<file path="config.mk">
export PLATFORM = sky130hd
export DESIGN_NAME = sbe_ram
export DESIGN_NICKNAME = d
export VERILOG_FILES = /design/src/rtl/core/sbe_ram.sv
export SDC_FILE = /design/constraint.sdc
export NUM_CORES = 2
export LEC_CHECK = 0
export BUFFER_PORTS_ARGS = -buffer_cell sky130_fd_sc_hd__buf_2
export CELL_PAD_IN_SITES_DETAIL_PLACEMENT = 1
export CELL_PAD_IN_SITES_GLOBAL_PLACEMENT = 2
export CORE_MARGIN = 2
export CORE_UTILIZATION = 35
export DETAILED_ROUTE_END_ITERATION = 10
export PLACE_DENSITY_LB_ADDON = 0.12
export SYNTH_ARGS = -nofsm -noshare
export SYNTH_HDL_FRONTEND = slang
export SYNTH_SLANG_ARGS = --single-unit
</file>
<file path="constraint.sdc">
create_clock -name clk -period 4.5 [get_ports clk]
set_input_delay 0.9 -clock clk [delete_from_list [all_inputs] [get_ports clk]]
set_output_delay 0.9 -clock clk [all_outputs]
set_load 0.1 [all_outputs]
</file>
<file path="src/rtl/core/sbe_ram.sv">
`timescale 1ns / 1ps
`default_nettype none
// ----------------------------------------------------------------------------
// sbe_ram: generic single-port RAM
// One access per cycle: a write also reads the old word; read data is registered.
// ----------------------------------------------------------------------------
module sbe_ram #(
  parameter int unsigned Width = 32,
  parameter int unsigned Depth = 64
) (
  input  wire logic                     clk,
  input  wire logic                     we,
  input  wire logic [$clog2(Depth)-1:0] addr,
  input  wire logic [Width-1:0]         wdata,
  output      logic [Width-1:0]         rdata
);

  logic [Width-1:0] mem [Depth];

  always_ff @(posedge clk) begin
    if (we) begin
      mem[addr] <= wdata;
    end
    rdata <= mem[addr];
  end

endmodule
`default_nettype wire

</file>
Yosys cells after proc, flatten, opt, wreduce, memory -nomap -nowiden:

Memories as Yosys holds them, arrays and structs flattened. A register that Yosys moved wholly into a read port is not among the register bits.
Index checks and enable logic that the tools add are counted.

* latch bits: 0
* register bits after elaboration: 0
* bits of input ports: 40
* word-level logic and storage cells: 3
* memories kept: 1
* output and inout port bits: 32
* memory bits (writable): 2048
* bits in read-only memories: 0

Memories
* mem: depth 64, bits a word 32, rd ports 1, clocked after memory_dff 1, write ports 1, RTL line 18 `logic [Width-1:0] mem [Depth];`

* bitwise logic cells: 0
* div/mod/pow operators: 0
* reduce and logical (&&, ||, !) cells: 0
* add/sub/neg operators: 0
* multiplexer cells: 2
* shift operators: 0
* magnitude comparators: 0
* $mul: 0
* equality and inequality tests: 0

Operators with widths (number)
* 1-bit 2-to-1 mux: 2

Depth between registers and ports, before layout:

* depth after elaboration: 2
* gate-level depth with buffers: 13
* mapped depth without buffers: 6

Worst setup path after synthesis:

OpenSTA, ideal clock, no wires.

* path type: input-to-reg
* start: in addr[2]
* end: mem mem[15][0], enable pin
* cell stages on the path: 8
* arrival: 3718 ps
* setup slack: 361 ps
* buffers on the path: 6
* library setup time: 421 ps
* data required time: 4079 ps
* cells stage by stage: buf_2 > buf_2 > buf_2 > buf_2 > buf_2 > buf_2 > nand3_1 > nor2_1

RTL lines
* start: declaration: RTL line 13 `input wire logic [$clog2(Depth)-1:0] addr,`
* end: declaration: RTL line 18

No word-level cell before the write port.

==> impl_metrics.toml <==
[placement]
dpl.hpwl_mm = 156
place_ws_ns = 0.194
dp.cells = 7364
io_buffers = 71
place.gp.congestion = 0.799

[critical_path]
path_depth = 9
slowest_delay_ns = 0.75
crit_end = "rdata[20]$_DFF_P_"
crit_path_start_kind = "input port"
cpMostUsedCell = "buf_4"
r2r_cells = 5
rrSetupSlack_ns = 1.69
end_kind = "register"
timing.rr.end = "rdata[11]$_DFF_P_"
path_buf_inv = 4
criticalPathCategory = "input port to register"
cpMaxStageDelayCell = "a2111oi_0"
startpoint = "addr[1]"
critPathMaxFanout = 21
crit_chain = "buf_8 -> buf_12 -> buf_4 -> mux4_2 -> mux2i_1 -> nor2_1 -> a2111oi_0 -> buf_4 -> nand3_1"
cp.required_ns = 5.21
path_delay_family = "buffers and inverters"
worstPathArrival_ns = 4.15
r2r_start = "mem[20][11]$_DFFE_PP_"

[die]
fp.dieW_um = 479
die_area_um2 = 229000
rows = 174
core_um2 = 224000
num_io_pins = 72
fp.dieH_um = 479
start_util = 0.352

[synth]
yosys.area.top_type_share = 0.779
ys_top_cells_by_area = "edfxtp_1 (78%), mux2i_1 (3.3%), mux4_2 (2.7%)"
synth_top_area_cell = "edfxtp_1"
ys_seq_area_frac = 0.787
synthesis.area_um2 = 78900
syn-num-nets = 4279
ys_warn_count = 0
ys_types = 56
async_flop_share = 0
synthCells = 4239
syn_area_per_cell_um2 = 18.6
synth_flop_cell = "edfxtp_1"
synth-edff-count = 2048
ys_seq_elements = 2080

[timing]
fin_skew_ns = 0.0231
tns_ns = 0
hold_violations = 0
worst_slack_ns = 1.06
slew_headroom = 0.216
setup_violations = 0
rsz0062_at_grt = "no"
finalCriticalPeriod_ns = 3.44
drv_slew = 0
holdWs_ns = 0.513
fmax_mhz = 291
worst_pin_slew_ns = 1.18
period_share = 0.763

[run]
cap_violations = 0

[global_routing]
grt_first_pass_wirelength_mm = 361
grt_pass1_vias = 44697
grt_max_degree = 116
overflow = 0
antenna_found_initial = 37
grtUsageTotal = 0.223

[power]
p_int_mw = 32.5
p_sw_mw = 9.62
power_frac_clock = 0.426
pwr-share-comb = 0.063
p_leak_nw = 30.1
sw_frac_of_total = 0.228
p_per_area_nw_per_um2 = 453
peakVddDrop_mv = 0.313
power_frac_seq = 0.511

[clock_tree]
cts_setup_buffers = 0
cts_sinks = 2080
ctsResizeCount = 0
htree_levels = 4
clock_latency_ns = 0.86
cts_tree = "done"
clock_path_buffers = 3
path_clk_slew_ns = 0.06
cts_buffers = 225
cts-root-buf = "clkbuf_16"
holdBufCountCts = 0

[drt]
avgRoutedWirePerCell_um = 33.1
ant_nets = 0
dr_total_vias = 43684
via_per_inst = 5.61
drc_errors = 0
drt-total-wl_mm = 258
drtIter0Drc = 4180
firstDrtPassIters = 6

[layout]
area_delta_synth_final_pct = 17.8
final_cells = 7793
nets = 4639
layout-drive-gt1-share = 0.223

[outcome]
status = "complete, no violations"

[min_path]
min_path_type = "input port to register"
hold_depth = 1
synth_stat cells (2+ instances only):
cell / instances
o2bb2ai_1: 15
o21ai_0: 84
nand4_1: 3
nor4_1: 14
nor3_1: 22
dfxtp_1: 32
o311ai_0: 2
o221ai_1: 6
a31oi_1: 43
buf_2: 83
a22oi_1: 188
nand3b_1: 2
or3_1: 4
nand2_1: 28
a221o_1: 15
buf_12: 3
or4b_1: 14
a221oi_1: 175
buf_6: 2
and3b_1: 2
and3_1: 85
a2111oi_0: 15
buf_1: 33
nor2_1: 145
or4_1: 15
a211oi_1: 17
and2_1: 5
mux2_2: 147
buf_4: 8
nand3_1: 54
a21oi_1: 121
o22a_1: 70
mux2i_1: 259
o22ai_1: 93
edfxtp_1: 2048
nor2b_1: 8
clkbuf_1: 168
nand2b_1: 18
mux4_2: 96
a222oi_1: 16
a22o_1: 66
worst reg2reg max path: stages (launching register included):
cell and delay (ns):
edfxtp_1 0.36, mux4_2 0.47, mux2i_1 0.21, nor2_1 0.12
or4b_1 0.72, or4_1 0.75
area by class of cell:
class                   instances  area, µm²
diodes                          9       22.5
flip-flops and latches       2080      62100
fillers                     21333     131000
repair buffers                431       3910
clock inverters               114        896
inverters                       2       15.0
clock buffers                 306       6190
well taps                    2992       3740
multi-input cells            1859      16100
flip-flops by register name, summed over array words and instances (netlist names):
signal,cells
mem,2048
rdata,32
worst min-delay path by stage:
| stage | slack, ns | from | endpoint |
|---|---|---|---|
| final | 0.51 | wdata[14] | mem[44][14]$_DFFE_PP_ |
| after global placement | 0.62 | mem[32][5]$_DFFE_PP_ | rdata[5]$_DFF_P_ |
| after global routing | 0.47 | wdata[14] | mem[42][14]$_DFFE_PP_ |
| after detailed placement | 0.62 | mem[32][21]$_DFFE_PP_ | rdata[21]$_DFF_P_ |
| after CTS | 0.43 | wdata[14] | mem[53][14]$_DFFE_PP_ |
| after floorplan | 0.56 | mem[28][10]$_DFFE_PP_ | rdata[10]$_DFF_P_ |
layer usage:
layer / wire length, µm / global-route usage / vias to the layer above
met2: 122000 / 0.357 / 1120
met5: 21 / 0 / -
met1: 119000 / 0.324 / 23896
met4: 4410 / 0.0441 / 4
li1: - / - / 18401
met3: 12600 / 0.0329 / 263
logic make-up (layout without fill, tap and decap cells):
group	count (synthesis)	after routing	synth area share
flip-flops	2080	2080	0.787
multiplexers	502	502	0.0812
AO/OA/AOI/OAI	933	933	0.0866
buffers and inverters	300	853	0.0168
AND/OR/NAND/NOR	424	424	0.0281
other	0	9	0
layout by cell type, fill, tap and decap left out, types with 16 or more instances in the layout:
cell and instances:
a21oi_1 121, clkinv_2 40, nor2_4 67, a211oi_1 17, a221oi_1 175, nand2_1 27, nor3_1 19, mux4_2 96
a22oi_1 188, nand3_1 53, buf_2 68, clkbuf_1 61, clkbuf_16 230, buf_12 66, mux2_2 147, clkinv_1 51
a31oi_1 43, buf_4 294, edfxtp_1 2048, a222oi_1 16, nor2_1 77, mux2i_1 259, and3_1 85, dfxtp_1 32
o22a_1 70, o22ai_1 93, a22o_1 66, o21ai_0 84
power by group through the flow:
| stage | Clock (mW) | Sequential (mW) | Combinational, mW |
|---|---|---|---|
| global placement | 0 | 22.0 | 2.66 |
| floorplan | 0 | 22.2 | 1.03 |
| detailed placement | 0 | 22.0 | 2.68 |
| CTS | 18.3 | 21.6 | 2.69 |
| global route | 19.1 | 21.6 | 2.81 |
| finish | 17.9 | 21.6 | 2.66 |
per-stage QoR:
stage	power, mW	utilization	cell area [µm²]
after floorplan	23.3	-	78900
after global routing	43.4	0.414	93000
after global placement	24.6	0.383	85900
after detailed placement	24.7	0.383	85900
after CTS	42.6	0.414	93000
final	42.2	0.414	93000
Note: power is estimated with default switching activity, not from simulation.
