## src/rtl/core/sbe_pkg.sv

```systemverilog
`timescale 1ns / 1ps
`default_nettype none
// ----------------------------------------------------------------------------
// sbe_pkg: shared definitions for the stack bytecode execute unit
// Instruction codes, status codes, sizes and the ALU request type.
// ----------------------------------------------------------------------------
package sbe_pkg;

  localparam int unsigned StackDepth = 64;
  localparam int unsigned LocalSlots = 256;
  localparam int unsigned SpW        = $clog2(StackDepth + 1);
  localparam int unsigned SaW        = $clog2(StackDepth);
  localparam int unsigned LaW        = $clog2(LocalSlots);
  // Width of the shift count and the iteration count of the divider.
  localparam int unsigned ShW        = 5;
  localparam int unsigned DivSteps   = 32;

  typedef enum logic [4:0] {
    OP_PUSHC = 5'd0,  OP_STLOC = 5'd1,  OP_LOAD  = 5'd2,  OP_INC   = 5'd3,
    OP_DEC   = 5'd4,  OP_ADD   = 5'd5,  OP_SUB   = 5'd6,  OP_MUL   = 5'd7,
    OP_DIV   = 5'd8,  OP_REM   = 5'd9,  OP_AND   = 5'd10, OP_OR    = 5'd11,
    OP_XOR   = 5'd12, OP_SHL   = 5'd13, OP_SHR   = 5'd14, OP_EQ    = 5'd15,
    OP_NE    = 5'd16, OP_LT    = 5'd17, OP_LE    = 5'd18, OP_GT    = 5'd19,
    OP_GE    = 5'd20, OP_LAND  = 5'd21, OP_LOR   = 5'd22, OP_TRUE  = 5'd23,
    OP_FALSE = 5'd24, OP_I2B   = 5'd25, OP_B2I   = 5'd26, OP_NOT   = 5'd27,
    OP_LOG   = 5'd28, OP_JIF   = 5'd29, OP_JMP   = 5'd30, OP_NOP   = 5'd31
  } op_t;

  typedef enum logic [2:0] {
    ST_OK    = 3'd0,
    ST_UNDER = 3'd1,
    ST_OVER  = 3'd2,
    ST_DIV0  = 3'd3,
    ST_LOCAL = 3'd4
  } status_t;

  typedef struct packed {
    logic        start;
    op_t         op;
    logic [31:0] a;
    logic [31:0] b;
  } alu_req_t;

  typedef struct packed {
    logic        done;
    logic [31:0] result;
  } alu_rsp_t;

endpackage
`default_nettype wire

```

## src/rtl/core/sbe_alu.sv

```systemverilog
`timescale 1ns / 1ps
`default_nettype none
// ----------------------------------------------------------------------------
// sbe_alu: shared arithmetic unit
// Registered logic, add, subtract, shift and compare ops, a registered multiply, and a
// radix-2 restoring divider that takes one quotient bit per cycle.
// ----------------------------------------------------------------------------
module sbe_alu
  import sbe_pkg::*;
(
  input  wire logic     clk,
  input  wire logic     rst_n,
  input  wire alu_req_t req,
  output      alu_rsp_t rsp
);

  typedef enum logic [1:0] {S_IDLE, S_MUL, S_DIV, S_FIX} state_t;

  state_t      state_r;
  op_t         op_r;
  logic [31:0] res_r;
  logic        done_r;
  logic [31:0] rem_r, quo_r, dvs_r;
  logic        na_r, nb_r;
  logic [5:0]  cnt_r;
  logic [31:0] mul_r;

  logic [31:0] simple;
  logic [32:0] trial;
  logic [31:0] rem_sh;
  logic        lt_ab, lt_ba, az, bz;

  assign lt_ab = $signed(req.a) < $signed(req.b);
  assign lt_ba = $signed(req.b) < $signed(req.a);
  assign az    = (req.a == 32'd0);
  assign bz    = (req.b == 32'd0);

  always_comb begin
    simple = 32'd0;
    case (req.op)
      OP_ADD:  simple = req.a + req.b;
      OP_SUB:  simple = req.a - req.b;
      OP_AND:  simple = req.a & req.b;
      OP_OR:   simple = req.a | req.b;
      OP_XOR:  simple = req.a ^ req.b;
      OP_SHL:  simple = req.a << req.b[ShW-1:0];
      OP_SHR:  simple = 32'($signed(req.a) >>> req.b[ShW-1:0]);
      OP_EQ:   simple = {31'd0, req.a == req.b};
      OP_NE:   simple = {31'd0, req.a != req.b};
      OP_LT:   simple = {31'd0, lt_ab};
      OP_LE:   simple = {31'd0, !lt_ba};
      OP_GT:   simple = {31'd0, lt_ba};
      OP_GE:   simple = {31'd0, !lt_ab};
      OP_LAND: simple = {31'd0, !az && !bz};
      OP_LOR:  simple = {31'd0, !az || !bz};
      default: simple = 32'd0;
    endcase
  end

  assign rem_sh = {rem_r[30:0], quo_r[31]};
  assign trial  = {1'b0, rem_sh} - {1'b0, dvs_r};

  always_ff @(posedge clk) begin
    if (!rst_n) begin
      state_r <= S_IDLE;
      done_r  <= 1'b0;
    end else begin
      done_r <= 1'b0;
      case (state_r)
        S_IDLE: begin
          if (req.start) begin
            op_r <= req.op;
            if (req.op == OP_MUL) begin
              mul_r   <= req.a * req.b;
              state_r <= S_MUL;
            end else if (req.op == OP_DIV || req.op == OP_REM) begin
              na_r    <= req.a[31];
              nb_r    <= req.b[31];
              quo_r   <= req.a[31] ? 32'd0 - req.a : req.a;
              dvs_r   <= req.b[31] ? 32'd0 - req.b : req.b;
              rem_r   <= 32'd0;
              cnt_r   <= 6'(DivSteps);
              state_r <= S_DIV;
            end else begin
              res_r  <= simple;
              done_r <= 1'b1;
            end
          end
        end
        S_MUL: begin
          res_r   <= mul_r;
          done_r  <= 1'b1;
          state_r <= S_IDLE;
        end
        S_DIV: begin
          // Shift one dividend bit in, keep the difference when it fits.
          if (!trial[32]) begin
            rem_r <= trial[31:0];
            quo_r <= {quo_r[30:0], 1'b1};
          end else begin
            rem_r <= rem_sh;
            quo_r <= {quo_r[30:0], 1'b0};
          end
          cnt_r <= cnt_r - 6'd1;
          if (cnt_r == 6'd1) begin
            state_r <= S_FIX;
          end
        end
        S_FIX: begin
          if (op_r == OP_REM) begin
            res_r <= na_r ? 32'd0 - rem_r : rem_r;
          end else begin
            res_r <= (na_r != nb_r) ? 32'd0 - quo_r : quo_r;
          end
          done_r  <= 1'b1;
          state_r <= S_IDLE;
        end
        default: state_r <= S_IDLE;
      endcase
    end
  end

  assign rsp.done   = done_r;
  assign rsp.result = res_r;

endmodule
`default_nettype wire

```

## config.mk

```make
export PLATFORM = sky130hd
export DESIGN_NAME = sbe_alu
export DESIGN_NICKNAME = d
export VERILOG_FILES = /design/src/rtl/core/sbe_pkg.sv /design/src/rtl/core/sbe_alu.sv
export SDC_FILE = /design/constraint.sdc
export NUM_CORES = 2
export LEC_CHECK = 0
export BUFFER_PORTS_ARGS = -buffer_cell sky130_fd_sc_hd__buf_2
export CELL_PAD_IN_SITES_DETAIL_PLACEMENT = 0
export CELL_PAD_IN_SITES_GLOBAL_PLACEMENT = 1
export CORE_ASPECT_RATIO = 0.9
export CORE_MARGIN = 5
export CORE_UTILIZATION = 40
export DETAILED_ROUTE_END_ITERATION = 12
export PLACE_DENSITY_LB_ADDON = 0.05
export REMOVE_ABC_BUFFERS = 1
export SYNTH_ARGS = -nofsm -noshare
export SYNTH_HDL_FRONTEND = slang
export SYNTH_SLANG_ARGS = --single-unit
```

## constraint.sdc

```tcl
create_clock -name clk -period 12.1 [get_ports clk]
set_input_delay 3.63 -clock clk [delete_from_list [all_inputs] [get_ports clk]]
set_output_delay 3.63 -clock clk [all_outputs]
set_load 0.02 [all_outputs]
```

### Word level (Yosys, flattened, before mapping)

Index checks and enable logic that the tools add are counted.

| storage, ports and cells | value |
|---|---|
| RAM bits | 0 |
| logic and storage cells | 113 |
| ROM bits | 0 |
| input port bits | 72 |
| output and inout bits | 33 |
| bits in latches | 0 |
| memories kept | 0 |
| bits in registers | 176 |

| operators by class | value |
|---|---|
| order comparisons | 2 |
| multiplexer cells | 33 |
| equality and inequality tests | 32 |
| bitwise logic cells | 4 |
| div/mod/pow operators | 0 |
| reductions and logical operators | 19 |
| shift-type cells | 2 |
| add/subtract/negate cells | 8 |
| multipliers | 1 |

Operator list:

| kind | count |
|---|---|
| $pmux 32 s15 | 1 |
| $mux 32 | 14 |
| $pmux 32 s2 | 2 |
| $sub 1x32->32 const A | 4 |
| $pmux 32 s3 | 1 |
| $logic_not 32->1 | 2 |
| $lt 32x32->1 | 2 |
| $eq 5x4->1 const B | 9 |
| $eq 5x5->1 const B | 7 |
| $sub 32x32->33 | 1 |
| $add 32x32->32 | 1 |
| $and 32x32->32 | 1 |
| $eq 32x32->1 | 1 |
| $mul 32x32->32 | 1 |
| $ne 32x32->1 | 1 |
| $or 32x32->32 | 1 |
| $shl 32x5->32 | 1 |
| $sshr 32x5->32 | 1 |
| $sub 32x32->32 | 1 |
| $xor 32x32->32 | 1 |
| $mux 31 | 1 |
| $mux 6 | 3 |
| $eq 5x3->1 const B | 3 |
| $reduce_and 5->1 | 3 |
| other kinds (22) | 38 |

### Logic depth before layout (Yosys ltp)

| logic depth | value |
|---|---|
| word-level depth | 8 |
| mapped depth | 30 |
| depth with buffers taken out | 26 |

### Worst setup path before layout

Ideal clock, no wire load.

| path | value |
|---|---|
| path type | in2reg |
| start point | input port req[2] (netlist bit) |
| end point | register mul_r[31] (data pin) |
| data arrival time | 11.072 ns |
| setup slack | 0.768 ns |
| required time | 11.840 ns |
| cell stages on the path | 28 |
| buffers on the path | 5 |
| setup time | 0.260 ns |
| path through | buf_6 -> clkinv_1 -> buf_1 -> clkbuf_1 -> clkbuf_1 -> buf_1 -> nor2_1 -> fa_1 -> inv_1 -> fa_1 -> fa_1 -> fa_1 -> inv_1 -> fa_1 -> inv_1 -> fa_1 -> inv_1 -> fa_1 -> fa_1 -> ha_1 -> and4_1 -> nor2b_1 -> nor2_1 -> o21ai_0 -> a221oi_1 -> nand3_1 -> a31oi_1 -> xnor2_1 |

| between the ends | value |
|---|---|
| longest elaborated chain between the ends | 1 |

Ends and longest elaborated chain:

| element | line | text |
|---|---|---|
| from (decl) | sbe_alu.sv:13 | `input wire alu_req_t req,` |
| $mul 32x32->32 | sbe_alu.sv:74 | `mul_r <= req.a * req.b;` |
| to (signal assigned) | sbe_alu.sv:74 |  |
| to (decl) | sbe_alu.sv:26 | `logic [31:0] mul_r;` |

No other way between the ends.
A chain may end at the register's enable or synchronous reset.

### Final worst setup path

| path | value |
|---|---|
| start point | input port req[6] (netlist bit) |
| end point | register mul_r[31] (data pin) |

The elaborated chain is that of the path after synthesis.

==> summary.txt <==
Outcome
  • Status: finished clean

Power and ir drop
  • Pwr Total: 13.4 mW
  • Clock Power Share: 4.6%
  • Internal Power: about 6.1 mW
  • Power share of the combinational group: approximately 86%
  • Switching power total: 7.23 mW
  • VDD IR max: between 0.7 and 0.8 mV
  • Sw Share: between 50% and 60%
  • Reg power frac: a little under a tenth
  • LEAKAGE: roughly 17 nW
  • PwrDens: ~350 mW/mm²

GRT
  • GRT Total Usage: between 30% and 40%
  • GRT overflow: 0
  • Global-route wire length before repair: ~240000 µm
  • Vias in the first global route: approximately 32000
  • Largest net degree at the start of global routing: 70
  • Antenna violations before repair: 19

Timing
  • Crit share post-route: between 90% and 100%
  • Final Max Tran Viols: 0
  • Worst Tran Pin Value: roughly 1200 ps
  • Fin Setup TNS: 0 ps
  • Slew headroom: 20.4%
  • Setup Viol. Count Final: 0
  • Fmax: about 90 MHz
  • Tmin final: roughly 11000 ps
  • RSZ-0062 raised after global routing: no
  • Hold Vio Cnt, Final: 0
  • Clock skew: between 20 and 25 ps

Min path
  • Hold Crit Start: cnt_r[5]
  • Hold WC Path Type: flip-flop to flip-flop

Logic synthesis
  • Netlist cell types: between 80 and 90
  • Post-Syn Area: approximately 0.035 mm²
  • FF+latch count, synth: roughly 180
  • Mean Syn Cell Area: between 8 and 9 µm²
  • FFs w/ async S/R, synth: 0%
  • Post-synth top flop: edfxtp_1
  • Yosys warns: 0
  • Seq/Total Area, Yosys: between 10 and 15%
  • Cells after Synth: 4250
  • Number of flops mapped to enable cells by yosys: roughly 170

Floorplan
  • Initial core utilization: around 40%
  • Die ar.: 0.0946 mm²
  • Die Y-Extent: just under 300 µm
  • Core ar.: roughly 0.09 mm²
  • Die Span X: approximately 320 µm
  • Row cnt: a little over 100
  • Ports: around 110

Critical path
  • Maximum fanout along the worst path: 21
  • CP startpoint kind: primary input
  • Worst EP required: approximately 12000 ps
  • Worst reg2reg endpoint: rem_r[19]
  • Crit path to: mul_r[31]
  • Crit. End Element: flip-flop
  • WS Path Type: primary input to flip-flop
  • CP dominant cell by count: fa_1
  • Crit path cell chain: buf_2 -> inv_1 -> nor2_1 -> fa_1 -> fa_1 -> fa_1 -> inv_1 -> fa_1 -> inv_1 -> fa_1 -> inv_1 -> fa_1 -> inv_1 -> fa_1 -> fa_1 -> ha_1 -> and4_1 -> nor2b_1 -> nor2_1 -> o21ai_0 -> a221oi_1 -> nand3_1 -> a31oi_1 -> xnor2_1
  • Reg2reg setup slack: roughly 7700 ps
  • CP Launch Point: req[6]
  • R2R cell count: 14
  • Worst r2r src: quo_r[31]
  • Max stage delay cell, worst path: inv_1
  • Critical Path AT: roughly 11000 ps
  • Max incr delay on CP: around 720 ps

Placed design
  • Placed cells: ~5400
  • Final HPWL DP: approximately 130000 µm
  • GPL Wtd Cong: roughly 1.0
  • # port buffers: 104

Drt
  • Iteration-0 DRC Markers: around 3500
  • Routed Antenna Nets: 0
  • Vias after detailed routing: around 33000
  • DRC viols: 0
  • Routed len/inst: about 30 µm
  • Via-to-Cell Ratio: slightly above 6
  • Routed WL: 164000 µm
  • Drt pass-1 iters: 8

Clocking
  • # Post-CTS Setup Buffers: 0
  • CTS tree: yes
  • Clock-pin slew on the worst setup and hold paths: about 90 ps
  • CTS Root Cell: clkbuf_16
  • Longest Clk Path Bufs: 2
  • Clk_lat worst skew: 530 ps
  • Num CTS Buffers: 17
  • CTS Hold Buffers Added: 0
  • CTS sink cnt: between 150 and 200
  • H-tree depth: 4
  • Post-cts resize count: 0

Cells and area
  • Post-Layout Cell Count: 5385
  • Most frequent cells in the layout: 568 x nor2_1, 529 x inv_1, 465 x nand2_1, 411 x fa_1, 289 x ha_1
  • Final Util: a little over two fifths
  • Multi-input logic area: around 0.027 mm²
  • Most common cell after layout, fill and taps aside: nor2_1
  • Area growth from synthesis to final layout: 7.00%
  • Share of post-route cells with drive strength above 1: under 10%
  • Fin nets: 4987
  • Fill count: 9018
  • Register area: about 0.0053 mm²

Job
  • Max Cap Violations: 0
## state kept, by name, indices dropped and copies added (netlist names)
register	count
cnt_r	6
done_r	1
dvs_r	32
mul_r	32
na_r	1
nb_r	1
op_r	5
quo_r	32
rem_r	32
res_r	32
state_r	2
## power by group through the flow
stage | sequential (mW) | clock, mW | combinational [mW]
2_1_floorplan | 1.30 | 0 | 7.69
3_3_place_gp | 1.29 | 0 | 11.4
3_5_place_dp | 1.29 | 0 | 11.4
4_1_cts | 1.28 | 0.622 | 11.4
5_1_grt | 1.28 | 0.639 | 12.6
6_report | 1.27 | 0.609 | 11.5
## stage by stage
| step | cell area [µm²] | worst slack (ps) | hold slack (ps) |
|---|---|---|---|
| final | 37900 | 1190 | 597 |
| after global routing | 37900 | 872 | 651 |
| after CTS | 37900 | 1220 | 599 |
| after detailed placement | 37300 | 675 | 574 |
| after global placement | 37300 | 699 | 581 |
| after floorplan | 34400 | 612 | 504 |
## critical path: cells and delay by family
| family | cells | cell delay [ps] |
|---|---|---|
| adders and majority gates | 9 | 4330 |
| xor gates and xnor gates | 1 | 90 |
| AOI/OAI and AO/OA | 3 | 1110 |
| buffers and inverters | 6 | 1160 |
| and+or+nand+nor | 5 | 860 |
## cell families (layout without fill, tap and decap cells)
kind of cell,count (synthesis),in the layout,share of synthesized area [%]
AOI/OAI and AO/OA,842,842,15.2
xor gates and xnor gates,237,237,5.86
adders and majority gates,700,700,33.4
buffers and inverters,826,803,8.80
DFF,176,176,14.8
muxes,142,142,5.84
other,0,3,0
and+or+nand+nor,1327,1327,16.0
## per-layer routing
layer	track usage, %	vias to the layer above	part of all wire [%]
met4	16.1	4	5.6
met2	51.9	1649	43
met1	46.9	16400	42
met3	7.88	332	9.6
li1	-	14100	-
met5	0	-	0.014
## worst min-delay path by stage
stage,slack [ps],to,depth (start not counted)
final,600,cnt_r[5],2
after detailed placement,570,cnt_r[5],2
after global routing,650,cnt_r[5],2
after CTS,600,cnt_r[5],2
after global placement,580,cnt_r[5],2
after floorplan,500,res_r[30],1
## synthesized netlist by cell type (all sizes together) (21+ instances only)
master / number / area (µm²)
nand3: 47 / 235
nand2b: 34 / 220
o31ai: 38 / 285
a21o: 27 / 203
mux2i: 84 / 841
o21ai: 190 / 951
edfxtp: 173 / 5190
a211oi: 27 / 203
a22oi: 21 / 158
inv: 537 / 2020
a31oi: 25 / 156
xnor2: 168 / 1470
buf: 56 / 229
o211ai: 30 / 225
ha: 289 / 3620
o22ai: 28 / 175
xor2: 69 / 604
nor2b: 21 / 131
nor3: 64 / 332
clkbuf: 223 / 837
a21oi: 251 / 1260
or3: 28 / 180
nand2: 466 / 1750
o41ai: 27 / 236
o21a: 27 / 203
o21bai: 24 / 180
nor2: 571 / 2140
mux4: 51 / 1150
fa: 411 / 8230
## area by class of cell
class | instances | area share (%)
clock buffer | 17 | 1.12
antenna | 3 | 0.0198
tap | 1155 | 3.81
clock inverter | 14 | 0.419
timing repair buffer | 225 | 3.85
inverter | 547 | 5.42
sequential | 176 | 13.9
multi-input combinational | 3248 | 71.5
Note: power is estimated with default switching activity, not from simulation.
